## src/ptt_pkg.sv

```systemverilog
package ptt_pkg;

   localparam int TimeW     = 48;
   localparam int PeriodW   = 31;
   localparam int SlotInW   = 8;
   localparam int SlotOutW  = 6;
   localparam int OpW       = 2;
   localparam int KindW     = 2;
   localparam int StatusW   = 2;
   localparam int ReqDataW  = 88;
   localparam int RspDataW  = 56;

   localparam int DefaultSlots = 8;

   localparam logic [TimeW-1:0] IdleWait = TimeW'(200);
   localparam logic [PeriodW-1:0] MinPeriod = PeriodW'(1);

   typedef enum logic [OpW-1:0] {
      OP_SET   = 2'd0,
      OP_CLEAR = 2'd1,
      OP_TICK  = 2'd2
   } op_type;

   typedef enum logic [KindW-1:0] {
      KIND_SET      = 2'd0,
      KIND_CLEAR    = 2'd1,
      KIND_FIRED    = 2'd2,
      KIND_DEADLINE = 2'd3
   } kind_type;

   typedef enum logic [StatusW-1:0] {
      ST_OK      = 2'd0,
      ST_FULL    = 2'd1,
      ST_IGNORED = 2'd2
   } status_type;

   typedef enum logic [3:0] {
      S_IDLE,
      S_SET_SCAN,
      S_SET_ADD,
      S_SET_WR,
      S_SET_FULL,
      S_CLR,
      S_TK_RD,
      S_TK_CHK,
      S_TK_FIRE,
      S_TK_REC,
      S_TK_RESET,
      S_TK_WB,
      S_TK_MIN,
      S_TK_ADV,
      S_TK_END,
      S_TK_DL
   } state_type;

   // one result on its way to the output register
   typedef struct packed {
      logic                  valid;
      kind_type              kind;
      status_type            status;
      logic [SlotOutW-1:0]   slot;
      logic [TimeW-1:0]      deadline;
      logic                  last;
   } emit_type;

   typedef struct packed {
      logic due_we;
      logic per_we;
   } mem_wr_type;

endpackage

```

## src/ptt_ram.sv

```systemverilog
module ptt_ram #(
   parameter int WIDTH = 48,
   parameter int DEPTH = 8,
   parameter int AW    = 3
) (
   input  logic             clock,
   input  logic             we,
   input  logic [AW-1:0]    waddr,
   input  logic [WIDTH-1:0] wdata,
   input  logic [AW-1:0]    raddr,
   output logic [WIDTH-1:0] rdata
);

   logic [WIDTH-1:0] mem [DEPTH];
   logic [WIDTH-1:0] rdata_ff;

   always_ff @(posedge clock) begin
      if (we) begin
         mem[waddr] <= wdata;
      end
      rdata_ff <= mem[raddr];
   end

   assign rdata = rdata_ff;

endmodule

```

## src/ptt_alu.sv

```systemverilog
module ptt_alu (
   input  logic [ptt_pkg::TimeW-1:0] a,
   input  logic [ptt_pkg::TimeW-1:0] b,
   output logic [ptt_pkg::TimeW-1:0] sum,
   output logic                      a_le_b
);

   logic [ptt_pkg::TimeW:0] raw;

   always_comb begin
      raw    = {1'b0, a} + {1'b0, b};
      // saturate at the top of the time range
      sum    = raw[ptt_pkg::TimeW] ? {ptt_pkg::TimeW{1'b1}} : raw[ptt_pkg::TimeW-1:0];
      a_le_b = (a <= b);
   end

endmodule

```

## src/ptt_seq.sv

```systemverilog
module ptt_seq #(
   parameter int SLOTS = ptt_pkg::DefaultSlots,
   parameter int AW    = 3
) (
   input  logic                          clock,
   input  logic                          reset,
   input  logic                          req_valid,
   input  logic [ptt_pkg::OpW-1:0]       req_op,
   input  logic [ptt_pkg::SlotInW-1:0]   req_slot,
   input  logic [ptt_pkg::PeriodW-1:0]   req_period,
   input  logic [ptt_pkg::TimeW-1:0]     req_now,
   output logic                          req_ready,
   input  logic                          out_free,
   output ptt_pkg::emit_type             emit,
   output logic [ptt_pkg::TimeW-1:0]     alu_a,
   output logic [ptt_pkg::TimeW-1:0]     alu_b,
   input  logic [ptt_pkg::TimeW-1:0]     alu_sum,
   input  logic                          alu_le,
   output logic [AW-1:0]                 mem_addr,
   output ptt_pkg::mem_wr_type           mem_wr,
   output logic [ptt_pkg::TimeW-1:0]     due_wdata,
   output logic [ptt_pkg::PeriodW-1:0]   per_wdata,
   input  logic [ptt_pkg::TimeW-1:0]     due_rdata,
   input  logic [ptt_pkg::PeriodW-1:0]   per_rdata
);

   localparam logic [AW-1:0] LastIdx = AW'(SLOTS - 1);

   ptt_pkg::state_type state_ff, state_in;

   logic [AW-1:0]                 cur_ff, cur_in;
   logic [SLOTS-1:0]              in_use_ff, in_use_in;
   logic [ptt_pkg::SlotInW-1:0]   slot_ff, slot_in;
   logic [ptt_pkg::PeriodW-1:0]   period_ff, period_in;
   logic [ptt_pkg::TimeW-1:0]     now_ff, now_in;
   logic [ptt_pkg::TimeW-1:0]     due_ff, due_in;
   logic [ptt_pkg::PeriodW-1:0]   per_ff, per_in;
   logic [ptt_pkg::TimeW-1:0]     best_ff, best_in;
   logic                          found_ff, found_in;
   logic                          clr_hit;

   always_ff @(posedge clock) begin
      if (reset) begin
         state_ff  <= ptt_pkg::S_IDLE;
         in_use_ff <= '0;
         cur_ff    <= '0;
         found_ff  <= 1'b0;
      end else begin
         state_ff  <= state_in;
         in_use_ff <= in_use_in;
         cur_ff    <= cur_in;
         found_ff  <= found_in;
      end
   end

   always_ff @(posedge clock) begin
      slot_ff   <= slot_in;
      period_ff <= period_in;
      now_ff    <= now_in;
      due_ff    <= due_in;
      per_ff    <= per_in;
      best_ff   <= best_in;
   end

   // clear hits only an in-range slot that is in use
   always_comb begin
      if (slot_ff < ptt_pkg::SlotInW'(SLOTS)) begin
         clr_hit = in_use_ff[slot_ff[AW-1:0]];
      end else begin
         clr_hit = 1'b0;
      end
   end

   assign mem_addr  = cur_ff;
   assign due_wdata = due_ff;
   assign per_wdata = period_ff;

   always_comb begin
      state_in  = state_ff;
      cur_in    = cur_ff;
      in_use_in = in_use_ff;
      slot_in   = slot_ff;
      period_in = period_ff;
      now_in    = now_ff;
      due_in    = due_ff;
      per_in    = per_ff;
      best_in   = best_ff;
      found_in  = found_ff;
      req_ready = 1'b0;
      alu_a     = now_ff;
      alu_b     = due_ff;
      mem_wr    = '0;
      emit          = '0;
      emit.kind     = ptt_pkg::KIND_SET;
      emit.status   = ptt_pkg::ST_OK;

      unique case (state_ff)
         ptt_pkg::S_IDLE: begin
            req_ready = 1'b1;
            if (req_valid) begin
               slot_in   = req_slot;
               period_in = (req_period == '0) ? ptt_pkg::MinPeriod : req_period;
               now_in    = req_now;
               cur_in    = '0;
               found_in  = 1'b0;
               unique case (ptt_pkg::op_type'(req_op))
                  ptt_pkg::OP_SET:   state_in = ptt_pkg::S_SET_SCAN;
                  ptt_pkg::OP_CLEAR: state_in = ptt_pkg::S_CLR;
                  ptt_pkg::OP_TICK:  state_in = ptt_pkg::S_TK_RD;
                  default:           state_in = ptt_pkg::S_IDLE;
               endcase
            end
         end

         ptt_pkg::S_SET_SCAN: begin
            if (!in_use_ff[cur_ff]) begin
               state_in = ptt_pkg::S_SET_ADD;
            end else if (cur_ff == LastIdx) begin
               state_in = ptt_pkg::S_SET_FULL;
            end else begin
               cur_in = cur_ff + 1'b1;
            end
         end

         ptt_pkg::S_SET_ADD: begin
            alu_a    = now_ff;
            alu_b    = ptt_pkg::TimeW'(period_ff);
            due_in   = alu_sum;
            state_in = ptt_pkg::S_SET_WR;
         end

         ptt_pkg::S_SET_WR: begin
            emit.valid = 1'b1;
            emit.kind  = ptt_pkg::KIND_SET;
            emit.slot  = ptt_pkg::SlotOutW'(cur_ff);
            emit.last  = 1'b1;
            if (out_free) begin
               mem_wr.due_we     = 1'b1;
               mem_wr.per_we     = 1'b1;
               in_use_in[cur_ff] = 1'b1;
               state_in          = ptt_pkg::S_IDLE;
            end
         end

         ptt_pkg::S_SET_FULL: begin
            emit.valid  = 1'b1;
            emit.kind   = ptt_pkg::KIND_SET;
            emit.status = ptt_pkg::ST_FULL;
            emit.last   = 1'b1;
            if (out_free) begin
               state_in = ptt_pkg::S_IDLE;
            end
         end

         ptt_pkg::S_CLR: begin
            emit.valid  = 1'b1;
            emit.kind   = ptt_pkg::KIND_CLEAR;
            emit.status = clr_hit ? ptt_pkg::ST_OK : ptt_pkg::ST_IGNORED;
            emit.slot   = slot_ff[ptt_pkg::SlotOutW-1:0];
            emit.last   = 1'b1;
            if (out_free) begin
               if (clr_hit) begin
                  in_use_in[slot_ff[AW-1:0]] = 1'b0;
               end
               state_in = ptt_pkg::S_IDLE;
            end
         end

         // store read address settles here, data comes back next cycle
         ptt_pkg::S_TK_RD: begin
            state_in = ptt_pkg::S_TK_CHK;
         end

         ptt_pkg::S_TK_CHK: begin
            alu_a  = due_rdata;
            alu_b  = now_ff;
            due_in = due_rdata;
            per_in = per_rdata;
            if (!in_use_ff[cur_ff]) begin
               state_in = ptt_pkg::S_TK_ADV;
            end else if (alu_le) begin
               state_in = ptt_pkg::S_TK_FIRE;
            end else begin
               state_in = ptt_pkg::S_TK_MIN;
            end
         end

         ptt_pkg::S_TK_FIRE: begin
            emit.valid = 1'b1;
            emit.kind  = ptt_pkg::KIND_FIRED;
            emit.slot  = ptt_pkg::SlotOutW'(cur_ff);
            alu_a      = due_ff;
            alu_b      = ptt_pkg::TimeW'(per_ff);
            if (out_free) begin
               due_in   = alu_sum;
               state_in = ptt_pkg::S_TK_REC;
            end
         end

         ptt_pkg::S_TK_REC: begin
            alu_a = due_ff;
            alu_b = now_ff;
            // still not ahead of now: restart from now
            state_in = alu_le ? ptt_pkg::S_TK_RESET : ptt_pkg::S_TK_WB;
         end

         ptt_pkg::S_TK_RESET: begin
            alu_a    = now_ff;
            alu_b    = ptt_pkg::TimeW'(per_ff);
            due_in   = alu_sum;
            state_in = ptt_pkg::S_TK_WB;
         end

         ptt_pkg::S_TK_WB: begin
            mem_wr.due_we = 1'b1;
            state_in      = ptt_pkg::S_TK_MIN;
         end

         ptt_pkg::S_TK_MIN: begin
            alu_a = best_ff;
            alu_b = due_ff;
            if (!found_ff || !alu_le) begin
               best_in  = due_ff;
               found_in = 1'b1;
            end
            state_in = ptt_pkg::S_TK_ADV;
         end

         ptt_pkg::S_TK_ADV: begin
            if (cur_ff == LastIdx) begin
               state_in = ptt_pkg::S_TK_END;
            end else begin
               cur_in   = cur_ff + 1'b1;
               state_in = ptt_pkg::S_TK_RD;
            end
         end

         ptt_pkg::S_TK_END: begin
            alu_a = now_ff;
            alu_b = ptt_pkg::IdleWait;
            if (!found_ff) begin
               best_in = alu_sum;
            end
            state_in = ptt_pkg::S_TK_DL;
         end

         ptt_pkg::S_TK_DL: begin
            emit.valid    = 1'b1;
            emit.kind     = ptt_pkg::KIND_DEADLINE;
            emit.deadline = best_ff;
            emit.last     = 1'b1;
            if (out_free) begin
               state_in = ptt_pkg::S_IDLE;
            end
         end

         default: begin
            state_in = ptt_pkg::S_IDLE;
         end
      endcase
   end

endmodule

```

## src/periodic_timer_table_core.sv

```systemverilog
// set scans for a free slot, one slot a cycle, then adds the period and writes it; clear frees a used slot
// tick reads each slot, fires and re-arms the due ones and tracks the soonest deadline,
// as one saturating adder/comparator and single-port period and due stores serve every step
// throughput: one request at a time; the next is taken once the sequencer returns to idle,
// results drain through a one-deep output register
// reset clears the in-use flags and sequencer; period and due stores are left as they are
module periodic_timer_table_core #(
   parameter int SLOTS = ptt_pkg::DefaultSlots
) (
   input  logic                           clock,
   input  logic                           reset,
   input  logic                           req_tvalid,
   output logic                           req_tready,
   // slot [7:0], period [38:8], now [86:39], zero [87]
   input  logic [ptt_pkg::ReqDataW-1:0]   req_tdata,
   // op [1:0]
   input  logic [ptt_pkg::OpW-1:0]        req_tuser,
   output logic                           rsp_tvalid,
   input  logic                           rsp_tready,
   // status [1:0], slot_out [7:2], deadline [55:8]
   output logic [ptt_pkg::RspDataW-1:0]   rsp_tdata,
   // kind [1:0]
   output logic [ptt_pkg::KindW-1:0]      rsp_tuser,
   output logic                           rsp_tlast
);

   localparam int AW = (SLOTS > 1) ? $clog2(SLOTS) : 1;

   ptt_pkg::emit_type           emit;
   ptt_pkg::mem_wr_type         mem_wr;
   logic                        out_free;
   logic [ptt_pkg::TimeW-1:0]   alu_a, alu_b, alu_sum;
   logic                        alu_le;
   logic [AW-1:0]               mem_addr;
   logic [ptt_pkg::TimeW-1:0]   due_wdata, due_rdata;
   logic [ptt_pkg::PeriodW-1:0] per_wdata, per_rdata;

   logic                        rsp_valid_ff, rsp_valid_in;
   ptt_pkg::emit_type           rsp_ff, rsp_in;

   ptt_seq #(
      .SLOTS (SLOTS),
      .AW    (AW)
   ) u_seq (
      .clock      (clock),
      .reset      (reset),
      .req_valid  (req_tvalid),
      .req_op     (req_tuser),
      .req_slot   (req_tdata[7:0]),
      .req_period (req_tdata[38:8]),
      .req_now    (req_tdata[86:39]),
      .req_ready  (req_tready),
      .out_free   (out_free),
      .emit       (emit),
      .alu_a      (alu_a),
      .alu_b      (alu_b),
      .alu_sum    (alu_sum),
      .alu_le     (alu_le),
      .mem_addr   (mem_addr),
      .mem_wr     (mem_wr),
      .due_wdata  (due_wdata),
      .per_wdata  (per_wdata),
      .due_rdata  (due_rdata),
      .per_rdata  (per_rdata)
   );

   ptt_alu u_alu (
      .a      (alu_a),
      .b      (alu_b),
      .sum    (alu_sum),
      .a_le_b (alu_le)
   );

   ptt_ram #(
      .WIDTH (ptt_pkg::TimeW),
      .DEPTH (SLOTS),
      .AW    (AW)
   ) u_due_ram (
      .clock (clock),
      .we    (mem_wr.due_we),
      .waddr (mem_addr),
      .wdata (due_wdata),
      .raddr (mem_addr),
      .rdata (due_rdata)
   );

   ptt_ram #(
      .WIDTH (ptt_pkg::PeriodW),
      .DEPTH (SLOTS),
      .AW    (AW)
   ) u_per_ram (
      .clock (clock),
      .we    (mem_wr.per_we),
      .waddr (mem_addr),
      .wdata (per_wdata),
      .raddr (mem_addr),
      .rdata (per_rdata)
   );

   // output register: loads when empty or being drained this cycle
   assign out_free = !rsp_valid_ff || rsp_tready;

   always_comb begin
      rsp_valid_in = rsp_valid_ff;
      rsp_in       = rsp_ff;
      if (out_free) begin
         rsp_valid_in = emit.valid;
         if (emit.valid) begin
            rsp_in = emit;
         end
      end
   end

   always_ff @(posedge clock) begin
      if (reset) begin
         rsp_valid_ff <= 1'b0;
      end else begin
         rsp_valid_ff <= rsp_valid_in;
      end
   end

   always_ff @(posedge clock) begin
      rsp_ff <= rsp_in;
   end

   assign rsp_tvalid = rsp_valid_ff;
   assign rsp_tdata  = {rsp_ff.deadline, rsp_ff.slot, rsp_ff.status};
   assign rsp_tuser  = rsp_ff.kind;
   assign rsp_tlast  = rsp_ff.last;

endmodule

```

## config.mk

```make
export PLATFORM = sky130hd
export DESIGN_NAME = periodic_timer_table_core
export DESIGN_NICKNAME = d
export VERILOG_FILES = /design/src/ptt_pkg.sv /design/src/ptt_ram.sv /design/src/ptt_alu.sv /design/src/ptt_seq.sv /design/src/periodic_timer_table_core.sv
export SDC_FILE = /design/constraint.sdc
export NUM_CORES = 1
export LEC_CHECK = 0
export BUFFER_PORTS_ARGS = -buffer_cell sky130_fd_sc_hd__buf_2
export CORE_MARGIN = 2
export CORE_UTILIZATION = 35
export DETAILED_ROUTE_END_ITERATION = 8
export PLACE_DENSITY = 0.48
export REMOVE_ABC_BUFFERS = 1
export SETUP_SLACK_MARGIN = 0.4
export SLEW_MARGIN = 10
export SYNTH_ARGS = -nofsm -noshare
export SYNTH_HDL_FRONTEND = slang
export SYNTH_SLANG_ARGS = --single-unit
```

## constraint.sdc

```tcl
create_clock -name clock -period 14.67 [get_ports clock]
set_clock_uncertainty 0.05 [all_clocks]
set_input_delay 1.467 -clock clock [delete_from_list [all_inputs] [get_ports clock]]
set_output_delay 1.467 -clock clock [all_outputs]
set_load 0.01 [all_outputs]
```

# Yosys cells after proc, flatten, opt, wreduce, memory -nomap -nowiden
# Memories as Yosys holds them, arrays and structs flattened. A register that Yosys moved wholly into a read port is not among the register bits.
# Index checks and enable logic that the tools add are counted.
# op_classes
addsub	2
n_lt_le_gt_ge	6
eq_ne	28
mux	52
bitwise	3
n_reduce_logical	30
# ops
operator	n
48-bit case mux with 3 select lines	2
48-bit two-way mux	4
48-bit case mux with 4 select lines	1
48-bit case mux with 2 select lines	1
4-bit case mux with 13 select lines	1
48-bit by 48-bit adder with 49-bit output	1
48-bit less-or-equal comparator	1
4-bit equality test (second input constant)	8
31-bit logical NOT	1
4-bit two-way mux	7
8-bit two-way mux	3
3-bit case mux with 3 select lines	2
4-bit by 3-bit equality test with 1-bit output (second input constant)	4
8-bit case mux with 2 select lines	1
1-bit two-way mux	15
3-bit two-way mux	4
3-bit case mux with 4 select lines	1
6-bit case mux with 2 select lines	1
2-bit OR reduction	6
2-bit inequality test (second input constant)	5
3-bit AND reduction	3
8-bit bitwise AND	1
4-bit by 2-bit equality test with 1-bit output (second input constant)	2
3-bit by 4-bit < comparator with 1-bit output (second input constant)	2
26 further kinds	44
# totals
regBits	290
ramBits	632
input_bits	94
output_inout_bits	61
elab_cells	139
memories	2
# memory_table
memory	depth	word_bits	read_ports	rd_clocked_by_memory_dff	wr	line	text
u_due_ram.mem	8	48	1	1	1	ptt_ram.sv:14	logic [WIDTH-1:0] mem [DEPTH];
u_per_ram.mem	8	31	1	1	1	ptt_ram.sv:14	

# Logic depth before layout (Yosys ltp)
# logic_depth
depth_word	9
depth_mapped	24
depth_no_buf	18

# Cells and area by module
# Synthesis repeated with hierarchy kept, for this count alone.
# hier_totals
cells_unflattened	2717
area_unflattened_um2	43750.7
# by_module_without_submodules
module	n_inst	cells_per_inst	area_each_um2
ptt_ram (u_due_ram)	1	616	15620.0
ptt_seq	1	961	11703.7
ptt_ram (u_per_ram)	1	402	10221.1
ptt_alu	1	674	4379.2
periodic_timer_table_core	1	64	1826.8

# Worst setup path before layout
# Ideal clock, no wire load.
# synth_path
path_type	input port to flip-flop
start	in rsp_tready
end	reg u_seq.due_ff, in the netlist u_seq.due_wdata[0] (enable)
setup_ps	528
t_arrival_ps	5367
setup_slack_ps	8725
cell_stages	3
path_cell_list	nand2b_1 > a21oi_1 > o32ai_1
# synth_via
elab_chain_len	3
# synth_rtl
element	line	text
from (decl)	periodic_timer_table_core.sv:19	input logic rsp_tready,
1-bit logical OR	periodic_timer_table_core.sv:101	assign out_free = !rsp_valid_ff || rsp_tready;
2-bit inequality test (no line)	-	
2-bit AND reduction (no line)	-	
to (signal assigned)	ptt_seq.sv:60	due_ff <= due_in;
to (decl)	ptt_seq.sv:36	logic [ptt_pkg::TimeW-1:0] due_ff, due_in;
# Every way passes these cells.
# A chain may end at the register's enable or synchronous reset.

# Worst setup path after layout
# layout_path
start	reg u_seq.state_ff[3]
end	reg u_seq.due_ff, in the netlist u_seq.due_wdata[39] (data pin)
# layout_via
elab_chain_len	7
# layout_rtl
element	line	text
from (decl)	ptt_seq.sv:29	ptt_pkg::state_type state_ff, state_in;
from (signal assigned)	ptt_seq.sv:44	state_ff <= ptt_pkg::S_IDLE;
from (signal assigned)	ptt_seq.sv:49	state_ff <= state_in;
4-bit equality test / 4-bit by 3-bit equality test with 1-bit output (equally long branches)	ptt_seq.sv:97	unique case (state_ff)
2-bit OR reduction (no line)	-	
48-bit case mux with 4 select lines / 48-bit case mux with 3 select lines (equally long branches)	ptt_seq.sv:97	
48-bit by 48-bit adder with 49-bit output	ptt_alu.sv:11	raw = {1'b0, a} + {1'b0, b};
48-bit two-way mux	ptt_alu.sv:13	sum = raw[ptt_pkg::TimeW] ? {ptt_pkg::TimeW{1'b1}} : raw[ptt_pkg::TimeW-1:0];
48-bit two-way mux	ptt_seq.sv:194	if (out_free) begin
48-bit case mux with 3 select lines (*)	ptt_seq.sv:97	
via u_seq.due_in, one bit	ptt_seq.sv:36	
# The timed path passes the listed nets; every way through them passes the cells marked *. The select of a mux whose other input is x is not followed.

==> flow_metrics.py <==
metrics = {
    "status": {
        "status": "complete, no violations",
    },
    "detailed_routing": {
        "ant_nets": 0,
        "detail_route.wirelength_um": 122500,
        "initialDrtViolationCount": 2772,
        "routedWlPerCell_um": 26.48,
        "drt_pass1_iterations": 7,
        "drc_errors": 0,
        "vias": 25829,
        "avgViaCountPerCell": 5.582,
    },
    "worst_setup_path": {
        "cp_num_buf_inv": 4,
        "cp_max_fo": 62,
        "crit_family": "compound AO/OA/AOI/OAI gates",
        "cp_slowest_cell": "dfxtp_1",
        "cp_data_arrival_time_ns": 8.53,
        "required_ns": 15.05,
        "critPathKind": "reg2reg",
        "path_common_cell": "buf_4",
        "worstPathCellList": "clkinv_1 > nor2_4 > buf_4 > o21a_2 > buf_4 > or3_2 > buf_4 > a21oi_1 > ha_1 > fa_1 > a211o_1 > a21o_1 > o31a_1 > nand2_1 > a311oi_2 > o31a_1 > a41oi_2 > o41a_1 > and2_1 > a21oi_1",
        "start_kind": "flip-flop",
        "max_stage_delay_ns": 0.90,
        "critPathCaptureType": "flip-flop",
    },
    "global_route": {
        "antenna_found_initial": 1,
        "grt_pass1_vias": 26215,
        "grt_pass1_wl_um": 177900,
        "grt_use_total_pct": 20.02,
        "grt_max_degree": 65,
        "grt.overflow.total": 0,
    },
    "power": {
        "p_sw_share_pct": 35.04,
        "clkPwrFrac_pct": 28.7,
        "combPwrFrac_pct": 30.4,
        "power_frac_seq_pct": 40.9,
        "vdd_drop_max_mv": 0.1229,
        "internal_power_w": 0.006274,
        "p_sw_w": 0.003384,
        "power_w": 0.009658,
        "p_leak_nw": 15.99,
        "powerDensity_nw_per_um2": 205.5,
    },
    "sta": {
        "fmax_mhz": 122.7,
        "drv_slew": 0,
        "hold_ws_ns": 0.3403,
        "relSlewSlack_pct": 26.84,
        "worst_slew_pin_slew_ns": 1.097,
        "hold_viol_final": 0,
        "setup_tns_ns": 0,
        "setup_violations": 0,
        "rsz0062_at_grt": "no",
        "finalCritPeriodShare_pct": 55.53,
        "period_minus_slack_ns": 8.147,
    },
    "hold_path": {
        "hold_path.class": "reg2reg",
    },
    "floorplan": {
        "die_x_um": 345.7,
        "core_area_um2": 116000,
        "rows": 125,
        "fp.dieArea_um2": 119500,
        "io_pins": 155,
        "die_h_um": 345.7,
        "initial_core_util_pct": 35.22,
    },
    "job": {
        "maxCapViolCount": 0,
    },
    "clock_tree": {
        "cts_buffer_depth": 3,
        "cts-buffers-inserted": 105,
        "postCtsResizedCells": 0,
        "root_buffer": "clkbuf_16",
        "h-tree-depth": 3,
        "clock-sinks": 1001,
        "cts_tree": "done",
        "clock_latency_ns": 0.72,
        "cts_setup_buffers": 0,
        "path_clk_slew_ns": 0.06,
        "cts_hold_buf": 0,
    },
    "synthesis": {
        "synth_edf_count": 905,
        "async_flop_share_pct": 0,
        "synth.avg_cell_area_um2": 14.05,
        "synth.yosys.seq_area_share_pct": 71.20,
        "synth_area_um2": 40870,
        "ys.flop_type": "edfxtp_1",
        "yosysWarnings": 0,
        "synth_cell_type_count": 71,
        "synth-seq-cells": 1001,
        "synthCells": 2909,
    },
    "placement": {
        "io_buffers": 153,
        "gp_congestion": 0.9032,
        "dp_hpwl_um": 69890,
    },
    "cells_and_area": {
        "nets": 3205,
        "final_util_pct": 40.50,
        "area_growth_pct": 15.00,
        "final_layout_size_suffix_gt1_share_pct": 13.67,
    },
}
-- cell families (layout without fill, tap and decap cells) --
| logic type | count (synthesis) | after routing | share of synthesized area, % |
|---|---|---|---|
| multiplexers | 5 | 5 | 0.1837 |
| XOR/XNOR | 44 | 44 | 0.9430 |
| adder cells (fa/ha/maj) | 102 | 102 | 3.141 |
| flip-flops | 1001 | 1001 | 71.20 |
| AO/OA/AOI/OAI | 824 | 824 | 14.25 |
| AND/OR/NAND/NOR | 628 | 628 | 7.397 |
| buffers and inverters | 305 | 498 | 2.881 |
| other | 0 | 1 | 0 |
-- cells in the final DEF, fill, tap and decap left out, types with 15 or more instances in the layout --
cell type	instances
a21oi_1	208
xnor2_1	32
edfxtp_1	905
nand2_1	131
nor4_1	17
buf_2	153
a22o_1	17
a21o_1	23
nand4_1	96
inv_1	87
nor2_1	207
o21a_1	42
nor2_4	15
ha_1	101
a22oi_1	324
and2_1	55
clkbuf_16	106
o21bai_1	18
dfxtp_1	96
buf_4	56
clkinv_2	20
nand3_1	26
clkinv_1	19
o21ai_0	44
a222oi_1	76
clkbuf_1	15
-- cell usage after synthesis (9+ instances only) --
master    count  area (um2)
a21o_1       23       172.7
a21oi_1     208        1041
a222oi_1     76       760.7
a22o_1       17       148.9
a22oi_1     324        2432
a31oi_1      12       75.07
and2_1       57       356.6
and3_1       15       93.84
buf_2        10       50.05
clkbuf_1    194       728.2
dfxtp_1      96        1922
edfxtp_1    905       27180
ha_1        101        1264
inv_1        87       326.6
nand2_1     131       491.7
nand2b_1      9       56.30
nand3_1      26       130.1
nand4_1      96       600.6
nor2_1      223       837.1
nor2b_1      15       93.84
nor3_1       15       75.07
nor4_1       17       106.4
o21a_1       43       322.8
o21ai_0      44       220.2
o21bai_1     18       135.1
xnor2_1      32       280.3
xor2_1       12       105.1
-- path summary, 6_finish.rpt --
kind	startpoint	end	slack, ns	cells past startpoint
worst max-delay path	u_seq.state_ff[3]	u_seq.due_wdata[39]	6.52	20
worst max register to register	u_seq.state_ff[3]	u_seq.due_wdata[39]	6.52	20
worst min-delay path	u_per_ram.rdata[10]	u_seq.per_ff[10]	0.34	0
worst min register to register	u_per_ram.rdata[10]	u_seq.per_ff[10]	0.34	0
-- per-stage QoR --
| step | setup WS, ns | cell area [um2] | std cells |
|---|---|---|---|
| floorplan | 3.710 | 40020 | 2693 |
| global placement | 6.708 | 43320 | 4426 |
| detailed placement | 6.634 | 43320 | 4426 |
| CTS | 6.637 | 47000 | 4626 |
| global route | 6.176 | 47000 | 4626 |
| finish | 6.523 | 47000 | 4627 |
-- routing by layer --
layer  wire length [um]  up-vias  global-route usage, %  part of all wire (%)
li1                   -    11561                      -                     -
met1              52170    13178                  26.87                    43
met2              60250      943                  34.06                    49
met3               7485      147                  2.571                   6.1
met4               2624        0                  5.623                   2.1
met5                  0        -                      0                     0
-- worst register-to-register path, delay by kind of cell (launching register included) --
family,cells,cell delay [ns]
compound gates,10,3.03
buf+inv,4,2.11
simple gates,4,1.11
flops,1,0.90
fa+ha+maj,2,0.73
-- registers in the layout (all words and copies together) (netlist names), 31 cells and up --
signal,count
rsp_tdata,56
u_seq.due_wdata,48
u_seq.per_wdata,31
u_seq.best_ff,48
u_seq.now_ff,48
u_per_ram.rdata,31
u_due_ram.mem,384
u_seq.per_ff,31
u_per_ram.mem,248
u_due_ram.rdata,48
-- final cells by class --
class	instances	area [um2]
antenna	1	2.502
inverter	89	334.1
tap	1524	1907
sequential	1001	29100
clock buffer	131	2846
timing repair buffer	209	1186
clock inverter	69	825.8
fill	10706	69050
multi-input combinational	1603	10800
-- power groups by stage --
stage	Clock, W	Sequential (W)	Combinational (W)
2_1_floorplan	0	0.00391	0.00200
3_3_place_gp	0	0.00399	0.00287
3_5_place_dp	0	0.00401	0.00289
4_1_cts	0.00283	0.00396	0.00292
5_1_grt	0.00294	0.00400	0.00323
6_report	0.00277	0.00395	0.00293
(Power assumes the default switching activity.)
